[src/rtl/core/tcc_pkg.sv]
// ----------------------------------------------------------------------------
// tcc_pkg
// Shared types and constants of the touch coordinate calibrator.
// ----------------------------------------------------------------------------
`default_nettype none

package tcc_pkg;

	localparam int unsigned FieldW  = 16;
	localparam int unsigned CoefW   = 32;
	localparam int unsigned DiffW   = 33;
	localparam int unsigned ProdW   = CoefW + DiffW;
	localparam int unsigned FracW   = 22;
	localparam int unsigned CfgIdxW = 3;

	localparam logic [FieldW-1:0] XLimit = 16'h00ff;
	localparam logic [FieldW-1:0] YLimit = 16'h00bf;

	typedef enum logic [CfgIdxW-1:0] {
		REG_CALIB_ENABLE = 3'd0,
		REG_X_OFFSET     = 3'd1,
		REG_X_GAIN       = 3'd2,
		REG_Y_OFFSET     = 3'd3,
		REG_Y_GAIN       = 3'd4
	} cfg_reg_t;

	typedef enum logic [1:0] {
		MODE_PASS = 2'd0,
		MODE_ZERO = 2'd1,
		MODE_CAL  = 2'd2
	} mode_t;

	typedef struct packed {
		logic [CoefW-1:0] x_offset;
		logic [CoefW-1:0] x_gain;
		logic [CoefW-1:0] y_offset;
		logic [CoefW-1:0] y_gain;
		logic             calib_enable;
	} cfg_t;

	typedef struct packed {
		mode_t             mode;
		logic [FieldW-1:0] raw_x;
		logic [FieldW-1:0] raw_y;
		logic [FieldW-1:0] flags;
		logic [FieldW-1:0] extra;
		logic [DiffW-1:0]  diff_x;
		logic [DiffW-1:0]  diff_y;
	} s1_t;

	typedef struct packed {
		mode_t             mode;
		logic [FieldW-1:0] raw_x;
		logic [FieldW-1:0] raw_y;
		logic [FieldW-1:0] flags;
		logic [FieldW-1:0] extra;
		logic [FieldW-1:0] scaled_x;
		logic [FieldW-1:0] scaled_y;
	} s2_t;

	typedef struct packed {
		logic [FieldW-1:0] screen_x;
		logic [FieldW-1:0] screen_y;
		logic [FieldW-1:0] flags_out;
		logic [FieldW-1:0] extra_out;
	} s3_t;

endpackage

`default_nettype wire

[src/rtl/core/tcc_if.sv]
// ----------------------------------------------------------------------------
// tcc_if
// Valid/ready channels for raw touch records and calibrated results.
// ----------------------------------------------------------------------------
`default_nettype none

interface tcc_in_if;
	logic                          valid;
	logic                          ready;
	logic [tcc_pkg::FieldW-1:0]    raw_x;
	logic [tcc_pkg::FieldW-1:0]    raw_y;
	logic [tcc_pkg::FieldW-1:0]    touch_flags;
	logic [tcc_pkg::FieldW-1:0]    extra_word;

	modport source (output valid, raw_x, raw_y, touch_flags, extra_word, input ready);
	modport sink (input valid, raw_x, raw_y, touch_flags, extra_word, output ready);
endinterface

interface tcc_out_if;
	logic                          valid;
	logic                          ready;
	logic [tcc_pkg::FieldW-1:0]    screen_x;
	logic [tcc_pkg::FieldW-1:0]    screen_y;
	logic [tcc_pkg::FieldW-1:0]    flags_out;
	logic [tcc_pkg::FieldW-1:0]    extra_out;

	modport source (output valid, screen_x, screen_y, flags_out, extra_out, input ready);
	modport sink (input valid, screen_x, screen_y, flags_out, extra_out, output ready);
endinterface

`default_nettype wire

[src/rtl/core/tcc_front.sv]
// ----------------------------------------------------------------------------
// tcc_front
// First stage: selects the mode and forms the offset-corrected raw values.
// ----------------------------------------------------------------------------
`default_nettype none

module tcc_front (
	input  wire logic                       clk,
	input  wire logic                       arst_n,
	input  wire logic                       advance,
	input  wire logic                       valid,
	input  wire logic [tcc_pkg::FieldW-1:0] raw_x,
	input  wire logic [tcc_pkg::FieldW-1:0] raw_y,
	input  wire logic [tcc_pkg::FieldW-1:0] touch_flags,
	input  wire logic [tcc_pkg::FieldW-1:0] extra_word,
	input  wire tcc_pkg::cfg_t              cfg,
	output logic                            valid_s1,
	output tcc_pkg::s1_t                    data_s1
);

	tcc_pkg::s1_t next_s1;

	always_comb begin
		if (!cfg.calib_enable) begin
			next_s1.mode = tcc_pkg::MODE_PASS;
		end else if (touch_flags == '0) begin
			next_s1.mode = tcc_pkg::MODE_ZERO;
		end else begin
			next_s1.mode = tcc_pkg::MODE_CAL;
		end
		next_s1.raw_x  = raw_x;
		next_s1.raw_y  = raw_y;
		next_s1.flags  = touch_flags;
		next_s1.extra  = extra_word;
		next_s1.diff_x = {{(tcc_pkg::DiffW-tcc_pkg::FieldW-2){1'b0}}, raw_x, 2'b00}
			- {cfg.x_offset[tcc_pkg::CoefW-1], cfg.x_offset};
		next_s1.diff_y = {{(tcc_pkg::DiffW-tcc_pkg::FieldW-2){1'b0}}, raw_y, 2'b00}
			- {cfg.y_offset[tcc_pkg::CoefW-1], cfg.y_offset};
	end

	always_ff @(posedge clk or negedge arst_n) begin
		if (!arst_n) begin
			valid_s1 <= 1'b0;
		end else if (advance) begin
			valid_s1 <= valid;
		end
	end

	always_ff @(posedge clk) begin
		if (advance && valid) begin
			data_s1 <= next_s1;
		end
	end

endmodule

`default_nettype wire

[src/rtl/core/tcc_mul.sv]
// ----------------------------------------------------------------------------
// tcc_mul
// Second stage: multiplies each corrected value by its gain and keeps the
// sixteen bits above the fraction.
// ----------------------------------------------------------------------------
`default_nettype none

module tcc_mul (
	input  wire logic              clk,
	input  wire logic              arst_n,
	input  wire logic              advance,
	input  wire logic              valid_s1,
	input  wire tcc_pkg::s1_t      data_s1,
	input  wire tcc_pkg::cfg_t     cfg,
	output logic                   valid_s2,
	output tcc_pkg::s2_t           data_s2
);

	logic signed [tcc_pkg::ProdW-1:0] prod_x;
	logic signed [tcc_pkg::ProdW-1:0] prod_y;

	assign prod_x = $signed(cfg.x_gain) * $signed(data_s1.diff_x);
	assign prod_y = $signed(cfg.y_gain) * $signed(data_s1.diff_y);

	always_ff @(posedge clk or negedge arst_n) begin
		if (!arst_n) begin
			valid_s2 <= 1'b0;
		end else if (advance) begin
			valid_s2 <= valid_s1;
		end
	end

	always_ff @(posedge clk) begin
		if (advance && valid_s1) begin
			data_s2.mode     <= data_s1.mode;
			data_s2.raw_x    <= data_s1.raw_x;
			data_s2.raw_y    <= data_s1.raw_y;
			data_s2.flags    <= data_s1.flags;
			data_s2.extra    <= data_s1.extra;
			data_s2.scaled_x <= prod_x[tcc_pkg::FracW +: tcc_pkg::FieldW];
			data_s2.scaled_y <= prod_y[tcc_pkg::FracW +: tcc_pkg::FieldW];
		end
	end

endmodule

`default_nettype wire

[src/rtl/core/tcc_clamp.sv]
// ----------------------------------------------------------------------------
// tcc_clamp
// Third stage: clamps each axis to the screen and selects the final result.
// This stage is the output register.
// ----------------------------------------------------------------------------
`default_nettype none

module tcc_clamp (
	input  wire logic              clk,
	input  wire logic              arst_n,
	input  wire logic              advance,
	input  wire logic              valid_s2,
	input  wire tcc_pkg::s2_t      data_s2,
	output logic                   valid_s3,
	output tcc_pkg::s3_t           data_s3
);

	logic [tcc_pkg::FieldW-1:0] clamp_x;
	logic [tcc_pkg::FieldW-1:0] clamp_y;
	tcc_pkg::s3_t               next_s3;

	always_comb begin
		if (data_s2.scaled_x[tcc_pkg::FieldW-1]) begin
			clamp_x = '0;
		end else if (data_s2.scaled_x > tcc_pkg::XLimit) begin
			clamp_x = tcc_pkg::XLimit;
		end else begin
			clamp_x = data_s2.scaled_x;
		end
		if (data_s2.scaled_y[tcc_pkg::FieldW-1]) begin
			clamp_y = '0;
		end else if (data_s2.scaled_y > tcc_pkg::YLimit) begin
			clamp_y = tcc_pkg::YLimit;
		end else begin
			clamp_y = data_s2.scaled_y;
		end
	end

	always_comb begin
		next_s3.flags_out = data_s2.flags;
		next_s3.extra_out = data_s2.extra;
		case (data_s2.mode)
			tcc_pkg::MODE_PASS: begin
				next_s3.screen_x = data_s2.raw_x;
				next_s3.screen_y = data_s2.raw_y;
			end
			tcc_pkg::MODE_CAL: begin
				next_s3.screen_x = clamp_x;
				next_s3.screen_y = clamp_y;
			end
			default: begin
				next_s3.screen_x = '0;
				next_s3.screen_y = '0;
			end
		endcase
	end

	always_ff @(posedge clk or negedge arst_n) begin
		if (!arst_n) begin
			valid_s3 <= 1'b0;
		end else if (advance) begin
			valid_s3 <= valid_s2;
		end
	end

	always_ff @(posedge clk) begin
		if (advance && valid_s2) begin
			data_s3 <= next_s3;
		end
	end

endmodule

`default_nettype wire

[src/rtl/core/touch_coordinate_calibrator.sv]
// ----------------------------------------------------------------------------
// touch_coordinate_calibrator
// Maps raw touch-panel records to screen coordinates by a linear calibration.
//
// Requests arrive on in_ch (raw X, raw Y, touch flags, extra word) and each
// gives exactly one result on out_ch, in order. The user must write the
// calibration registers through cfg_we / cfg_index / cfg_data only while
// the block is idle; the block itself does not enforce this. Correction,
// multiplication and clamping each take one register stage, and the last
// stage is the output register. Throughput is one request per cycle unless
// out_ch.ready is held low; then the stages stop filling from the output
// backward, and in_ch.ready stays high while any stage has room.
// Reset empties the pipeline and clears all calibration registers, which
// leaves calibration disabled.
// ----------------------------------------------------------------------------
`default_nettype none

module touch_coordinate_calibrator (
	input  wire logic                        clk,
	input  wire logic                        arst_n,
	tcc_in_if.sink                           in_ch,
	tcc_out_if.source                        out_ch,
	input  wire logic                        cfg_we,
	input  wire logic [tcc_pkg::CfgIdxW-1:0] cfg_index,
	input  wire logic [tcc_pkg::CoefW-1:0]   cfg_data
);

	tcc_pkg::cfg_t cfg_q;
	logic          valid_s1;
	logic          valid_s2;
	logic          valid_s3;
	tcc_pkg::s1_t  data_s1;
	tcc_pkg::s2_t  data_s2;
	tcc_pkg::s3_t  data_s3;
	logic          adv1;
	logic          adv2;
	logic          adv3;

	always_ff @(posedge clk or negedge arst_n) begin
		if (!arst_n) begin
			cfg_q <= '0;
		end else if (cfg_we) begin
			case (cfg_index)
				tcc_pkg::REG_CALIB_ENABLE: cfg_q.calib_enable <= cfg_data[0];
				tcc_pkg::REG_X_OFFSET:     cfg_q.x_offset     <= cfg_data;
				tcc_pkg::REG_X_GAIN:       cfg_q.x_gain       <= cfg_data;
				tcc_pkg::REG_Y_OFFSET:     cfg_q.y_offset     <= cfg_data;
				tcc_pkg::REG_Y_GAIN:       cfg_q.y_gain       <= cfg_data;
				default: begin
				end
			endcase
		end
	end

	assign adv3 = !valid_s3 || out_ch.ready;
	assign adv2 = !valid_s2 || adv3;
	assign adv1 = !valid_s1 || adv2;

	assign in_ch.ready = adv1;

	tcc_front u_front (
		.clk         (clk),
		.arst_n      (arst_n),
		.advance     (adv1),
		.valid       (in_ch.valid),
		.raw_x       (in_ch.raw_x),
		.raw_y       (in_ch.raw_y),
		.touch_flags (in_ch.touch_flags),
		.extra_word  (in_ch.extra_word),
		.cfg         (cfg_q),
		.valid_s1    (valid_s1),
		.data_s1     (data_s1)
	);

	tcc_mul u_mul (
		.clk      (clk),
		.arst_n   (arst_n),
		.advance  (adv2),
		.valid_s1 (valid_s1),
		.data_s1  (data_s1),
		.cfg      (cfg_q),
		.valid_s2 (valid_s2),
		.data_s2  (data_s2)
	);

	tcc_clamp u_clamp (
		.clk      (clk),
		.arst_n   (arst_n),
		.advance  (adv3),
		.valid_s2 (valid_s2),
		.data_s2  (data_s2),
		.valid_s3 (valid_s3),
		.data_s3  (data_s3)
	);

	assign out_ch.valid     = valid_s3;
	assign out_ch.screen_x  = data_s3.screen_x;
	assign out_ch.screen_y  = data_s3.screen_y;
	assign out_ch.flags_out = data_s3.flags_out;
	assign out_ch.extra_out = data_s3.extra_out;

endmodule

`default_nettype wire

[src/flat_wrapper.sv]
// flat-port wrapper written by rule: the top's interface ports become plain ports
module touch_coordinate_calibrator_flat 
  (clk, arst_n, cfg_we, cfg_index, cfg_data, in_ch_valid, in_ch_raw_x, in_ch_raw_y, in_ch_touch_flags, in_ch_extra_word, in_ch_ready, out_ch_valid, out_ch_screen_x, out_ch_screen_y, out_ch_flags_out, out_ch_extra_out, out_ch_ready);
  tcc_in_if in_ch_i ();
  tcc_out_if out_ch_i ();
  input  wire logic clk;
  input  wire logic arst_n;
  input  wire logic cfg_we;
  input  wire logic [tcc_pkg::CfgIdxW-1:0] cfg_index;
  input  wire logic [tcc_pkg::CoefW-1:0] cfg_data;
  input wire logic [$bits(in_ch_i.valid)-1:0] in_ch_valid;
  input wire logic [$bits(in_ch_i.raw_x)-1:0] in_ch_raw_x;
  input wire logic [$bits(in_ch_i.raw_y)-1:0] in_ch_raw_y;
  input wire logic [$bits(in_ch_i.touch_flags)-1:0] in_ch_touch_flags;
  input wire logic [$bits(in_ch_i.extra_word)-1:0] in_ch_extra_word;
  output wire logic [$bits(in_ch_i.ready)-1:0] in_ch_ready;
  output wire logic [$bits(out_ch_i.valid)-1:0] out_ch_valid;
  output wire logic [$bits(out_ch_i.screen_x)-1:0] out_ch_screen_x;
  output wire logic [$bits(out_ch_i.screen_y)-1:0] out_ch_screen_y;
  output wire logic [$bits(out_ch_i.flags_out)-1:0] out_ch_flags_out;
  output wire logic [$bits(out_ch_i.extra_out)-1:0] out_ch_extra_out;
  input wire logic [$bits(out_ch_i.ready)-1:0] out_ch_ready;
  assign in_ch_i.valid = in_ch_valid;
  assign in_ch_i.raw_x = in_ch_raw_x;
  assign in_ch_i.raw_y = in_ch_raw_y;
  assign in_ch_i.touch_flags = in_ch_touch_flags;
  assign in_ch_i.extra_word = in_ch_extra_word;
  assign in_ch_ready = in_ch_i.ready;
  assign out_ch_valid = out_ch_i.valid;
  assign out_ch_screen_x = out_ch_i.screen_x;
  assign out_ch_screen_y = out_ch_i.screen_y;
  assign out_ch_flags_out = out_ch_i.flags_out;
  assign out_ch_extra_out = out_ch_i.extra_out;
  assign out_ch_i.ready = out_ch_ready;
  touch_coordinate_calibrator u_core (.clk(clk), .arst_n(arst_n), .in_ch(in_ch_i), .out_ch(out_ch_i), .cfg_we(cfg_we), .cfg_index(cfg_index), .cfg_data(cfg_data));
endmodule
[config.mk]
export PLATFORM = sky130hd
export DESIGN_NAME = touch_coordinate_calibrator_flat
export DESIGN_NICKNAME = d
export VERILOG_FILES = /design/src/rtl/core/tcc_pkg.sv /design/src/rtl/core/tcc_if.sv /design/src/rtl/core/tcc_front.sv /design/src/rtl/core/tcc_mul.sv /design/src/rtl/core/tcc_clamp.sv /design/src/rtl/core/touch_coordinate_calibrator.sv /design/src/flat_wrapper.sv
export SDC_FILE = /design/constraint.sdc
export NUM_CORES = 2
export LEC_CHECK = 0
export BUFFER_PORTS_ARGS = -buffer_cell sky130_fd_sc_hd__clkbuf_2
export CAP_MARGIN = 40
export CORE_MARGIN = 2
export CORE_UTILIZATION = 59
export CTS_CLUSTER_DIAMETER = 150
export DETAILED_ROUTE_END_ITERATION = 7
export MAX_ROUTING_LAYER = met4
export PLACE_DENSITY = 0.86
export SLEW_MARGIN = 10
export SYNTH_ARGS = -nofsm -noshare
export SYNTH_HDL_FRONTEND = slang
export SYNTH_SLANG_ARGS = --single-unit
[constraint.sdc]
create_clock -name clk -period 7.45 [get_ports clk]
set_clock_uncertainty 0.2 [all_clocks]
set_input_delay 1.1175 -clock clk [delete_from_list [all_inputs] [get_ports clk]]
set_output_delay 1.1175 -clock clk [all_outputs]
set_load 0.005 [all_outputs]
==> flow_summary.ini <==
[run_status]
status = finished clean

[timing]
post-route-min-period_ns = 7.37
rsz0062_at_grt = true
setup_viol = 0
finalHoldViolCount = 0
drv_slew = 0
post-route-period-util_pct = 98.9
fmax_mhz = 136
relSlewSlack_pct = 34.6
worst_slew_pin_slew_ns = 0.977

[cts]
clkLatencyLatePin_ns = 0.60
clockBufferDepth = 3
cts_root_buffer = clkbuf_16
clkSinkCount = 426
cts_buffers = 45
clkTransAtPathRegs_ns = 0.07
cts_tree = built
htreeDepth = 2

[floorplanning]
die_w_um = 321
dieArea_sq_um = 103000
initial_core_util_pct = 59.4
core_sq_um = 99900
die_h_um = 321
ios = 170
rows = 116

[placement]
gp_congestion = 0.982
port_buffers = 169
dp_hpwl_um = 126000
dp_cells = 7194
post_dp_cell_area_sq_um = 62600

[yosys]
synth_flop_cell = edfxtp_1
synthCells = 5789
synth_nets = 7411
avgSynthCellArea_sq_um = 10.2
ys_ff_latch = 426
synth_edf_count = 294
ys_types = 64
yosys_warnings = 0
seq_area_frac_synth_pct = 20.5
syn_area_sq_um = 59300
ys_async_sr_fraction_pct = 31.0

[global_route]
grt_pass1_vias = 45300
grtUsageTotal_pct = 32.3
grt-ovfl-total = 0
grt_max_degree = 66
grt_pass1_wl_um = 249000
antenna_found_initial = 11

[job]
drv_cap = 0

[setup_path]
worstPathRequired_ns = 7.58
crit_path_end_kind = flip-flop
max_stage_delay_ns = 0.58
crit_chain = buf_6 > buf_4 > and2_1 > fa_1 > fa_1 > inv_1 > fa_1 > fa_1 > inv_1 > fa_1 > fa_2 > fa_1 > fa_1 > ha_4 > nand4_1 > nor3b_2 > or3b_4 > nand2_1 > o31a_1 > nor2_1 > xnor2_1
ff2ff_setup_slack_ns = 0.08
path_common_cell = fa_1
critPathKind = flip-flop to flip-flop
critPathArrivalTime_ns = 7.50
critPathSlowestCell = fa_2
crit_path_max_fanout = 10
start_kind = flip-flop

[finish]
drive_gt1_share_pct = 11.7
area_growth_pct = 9.33
fillCellCount = 7310
final_cells = 7326
design_area_sq_um = 64800
layout.nets = 7604

[detailed_routing]
vias = 41700
drtPass1Iterations = 6
wl_per_cell_um = 21.3
drtIter0Drc = 3703
via_per_inst = 5.69
drt-total-wl_um = 156000
drc = 0
antenna_left = 0

[worst_hold_path]
hold_path_class = flip-flop to flip-flop
-- timing repair --
item,4_1_cts,5_1_grt
gates resized for setup,9,78
setup buffers,5,32
hold endpoints to repair,0,0
endpoints found under the setup margin,6,19
cloned,0,1
hold buffers,0,0
pin swaps,5,33
-- worst max-delay path, delay by kind of cell (launching register included) --
kind / cells / cell delay, ns
fa+ha+maj: 9 / 4.36
simple gates: 6 / 1.31
buf+inv: 4 / 0.44
flops: 1 / 0.43
compound gates: 1 / 0.20
xor+xnor: 1 / 0.13
-- sequential cells by signal (all words and copies together) (netlist names) --
name,count
u_core.u_mul.data_s2,98
u_core.u_mul.valid_s2,1
u_core.u_clamp.valid_s3,1
u_core.cfg_q,129
u_core.u_front.data_s1,132
u_core.u_front.valid_s1,1
u_core.u_clamp.data_s3,64
-- final timing paths --
| check | startpoint | to | depth (start not counted) |
|---|---|---|---|
| min in group asynchronous | arst_n | u_core.cfg_q[88] | 1 |
| hold reg to reg | u_core.u_front.data_s1[90] | u_core.u_mul.data_s2[56] | 0 |
| max in group asynchronous | arst_n | u_core.cfg_q[70] | 3 |
| setup / recovery | u_core.cfg_q[3] | u_core.u_mul.data_s2[10] | 21 |
| hold / removal | u_core.u_front.data_s1[90] | u_core.u_mul.data_s2[56] | 0 |
| setup reg to reg | u_core.cfg_q[3] | u_core.u_mul.data_s2[10] | 21 |
-- stage by stage --
stage	setup TNS, ns	hold slack (ns)	setup WS (ns)	util, %
4_1_cts	0	0.206	0.00242	64.3
3_3_place_gp	0	0.201	0.0982	62.6
5_1_grt	-0.584	0.213	-0.118	64.9
6_report	0	0.205	0.0816	64.9
2_1_floorplan	0	0.200	0.291	-
3_5_place_dp	-0.0143	0.205	-0.0143	62.7
-- per-layer routing --
| metal | routed length (um) | vias up | track usage, % |
|---|---|---|---|
| li1 | - | 17600 | - |
| met2 | 73300 | 2247 | 50.3 |
| met4 | 9770 | 0 | 16.6 |
| met1 | 57400 | 21300 | 40.7 |
| met5 | 0 | - | - |
| met3 | 15400 | 528 | 6.13 |
-- logic make-up after synthesis --
family | count (synthesis) | synth area share (%)
DFF | 426 | 20.5
and+or+nand+nor | 1682 | 14.6
muxes | 123 | 2.30
adders and majority gates | 1518 | 46.9
AOI/OAI and AO/OA | 253 | 2.76
xor gates and xnor gates | 191 | 2.82
buffers and inverters | 1596 | 10.1
-- placed cells by master, fill, tap and decap left out, types with 7 or more instances in the layout --
cell / count
a311oi_1: 11
buf_12: 23
edfxtp_1: 294
a21oi_1: 68
a31oi_1: 8
o311ai_0: 8
nor2_1: 66
a21o_1: 19
dfrtp_2: 17
ha_1: 335
clkinv_2: 8
o21bai_1: 9
xor2_1: 41
and2_1: 789
nor3_1: 32
o21a_1: 15
a211oi_1: 8
inv_1: 1309
buf_6: 9
xnor2_1: 149
fa_2: 14
fa_1: 1162
or2_2: 7
clkbuf_16: 46
nand2b_1: 22
or3_1: 13
clkbuf_2: 169
dfrtp_1: 115
nand3_1: 12
mux2i_1: 15
o21ai_0: 48
diode_2: 11
buf_4: 225
mux2_2: 108
nand2_1: 685
-- synth_stat cells (6+ instances only) --
master	number	area [sq um]
nor3_1	34	170
nand2b_1	22	138
or2_2	7	43.8
nand2_1	685	2570
inv_1	1310	4920
and3_1	6	37.5
edfxtp_1	294	8830
o311ai_0	8	70.1
mux2_2	108	1220
a211oi_1	11	82.6
mux2i_1	15	150
or3_1	14	87.6
o21a_1	15	113
xnor2_1	149	1310
clkbuf_1	279	1050
xor2_1	42	368
nor4_1	8	50.1
nand3_1	12	60.1
o21bai_1	10	75.1
o21ai_0	53	265
a21oi_1	74	370
nor2_1	67	251
fa_1	1176	23500
and2_1	792	4950
a311oi_1	11	96.3
ha_1	342	4280
a21o_1	19	143
a31oi_1	9	56.3
dfrtp_1	132	3300
-- final cells by class --
| class | instances | area (sq um) | area share (%) |
|---|---|---|---|
| clock inverters | 27 | 265 | 0.409 |
| flip-flops and latches | 426 | 12200 | 18.7 |
| inverters | 1310 | 4920 | 7.59 |
| diodes | 11 | 27.5 | 0.0425 |
| well taps | 1298 | 1620 | 2.51 |
| repair buffers | 432 | 3210 | 4.95 |
| clock buffers | 55 | 1200 | 1.86 |
| multi-input cells | 3767 | 41400 | 63.9 |
Power is left out: the tool's default activity adds up to more than one toggle a clock period on the data nets, which glitch-free logic cannot reach.
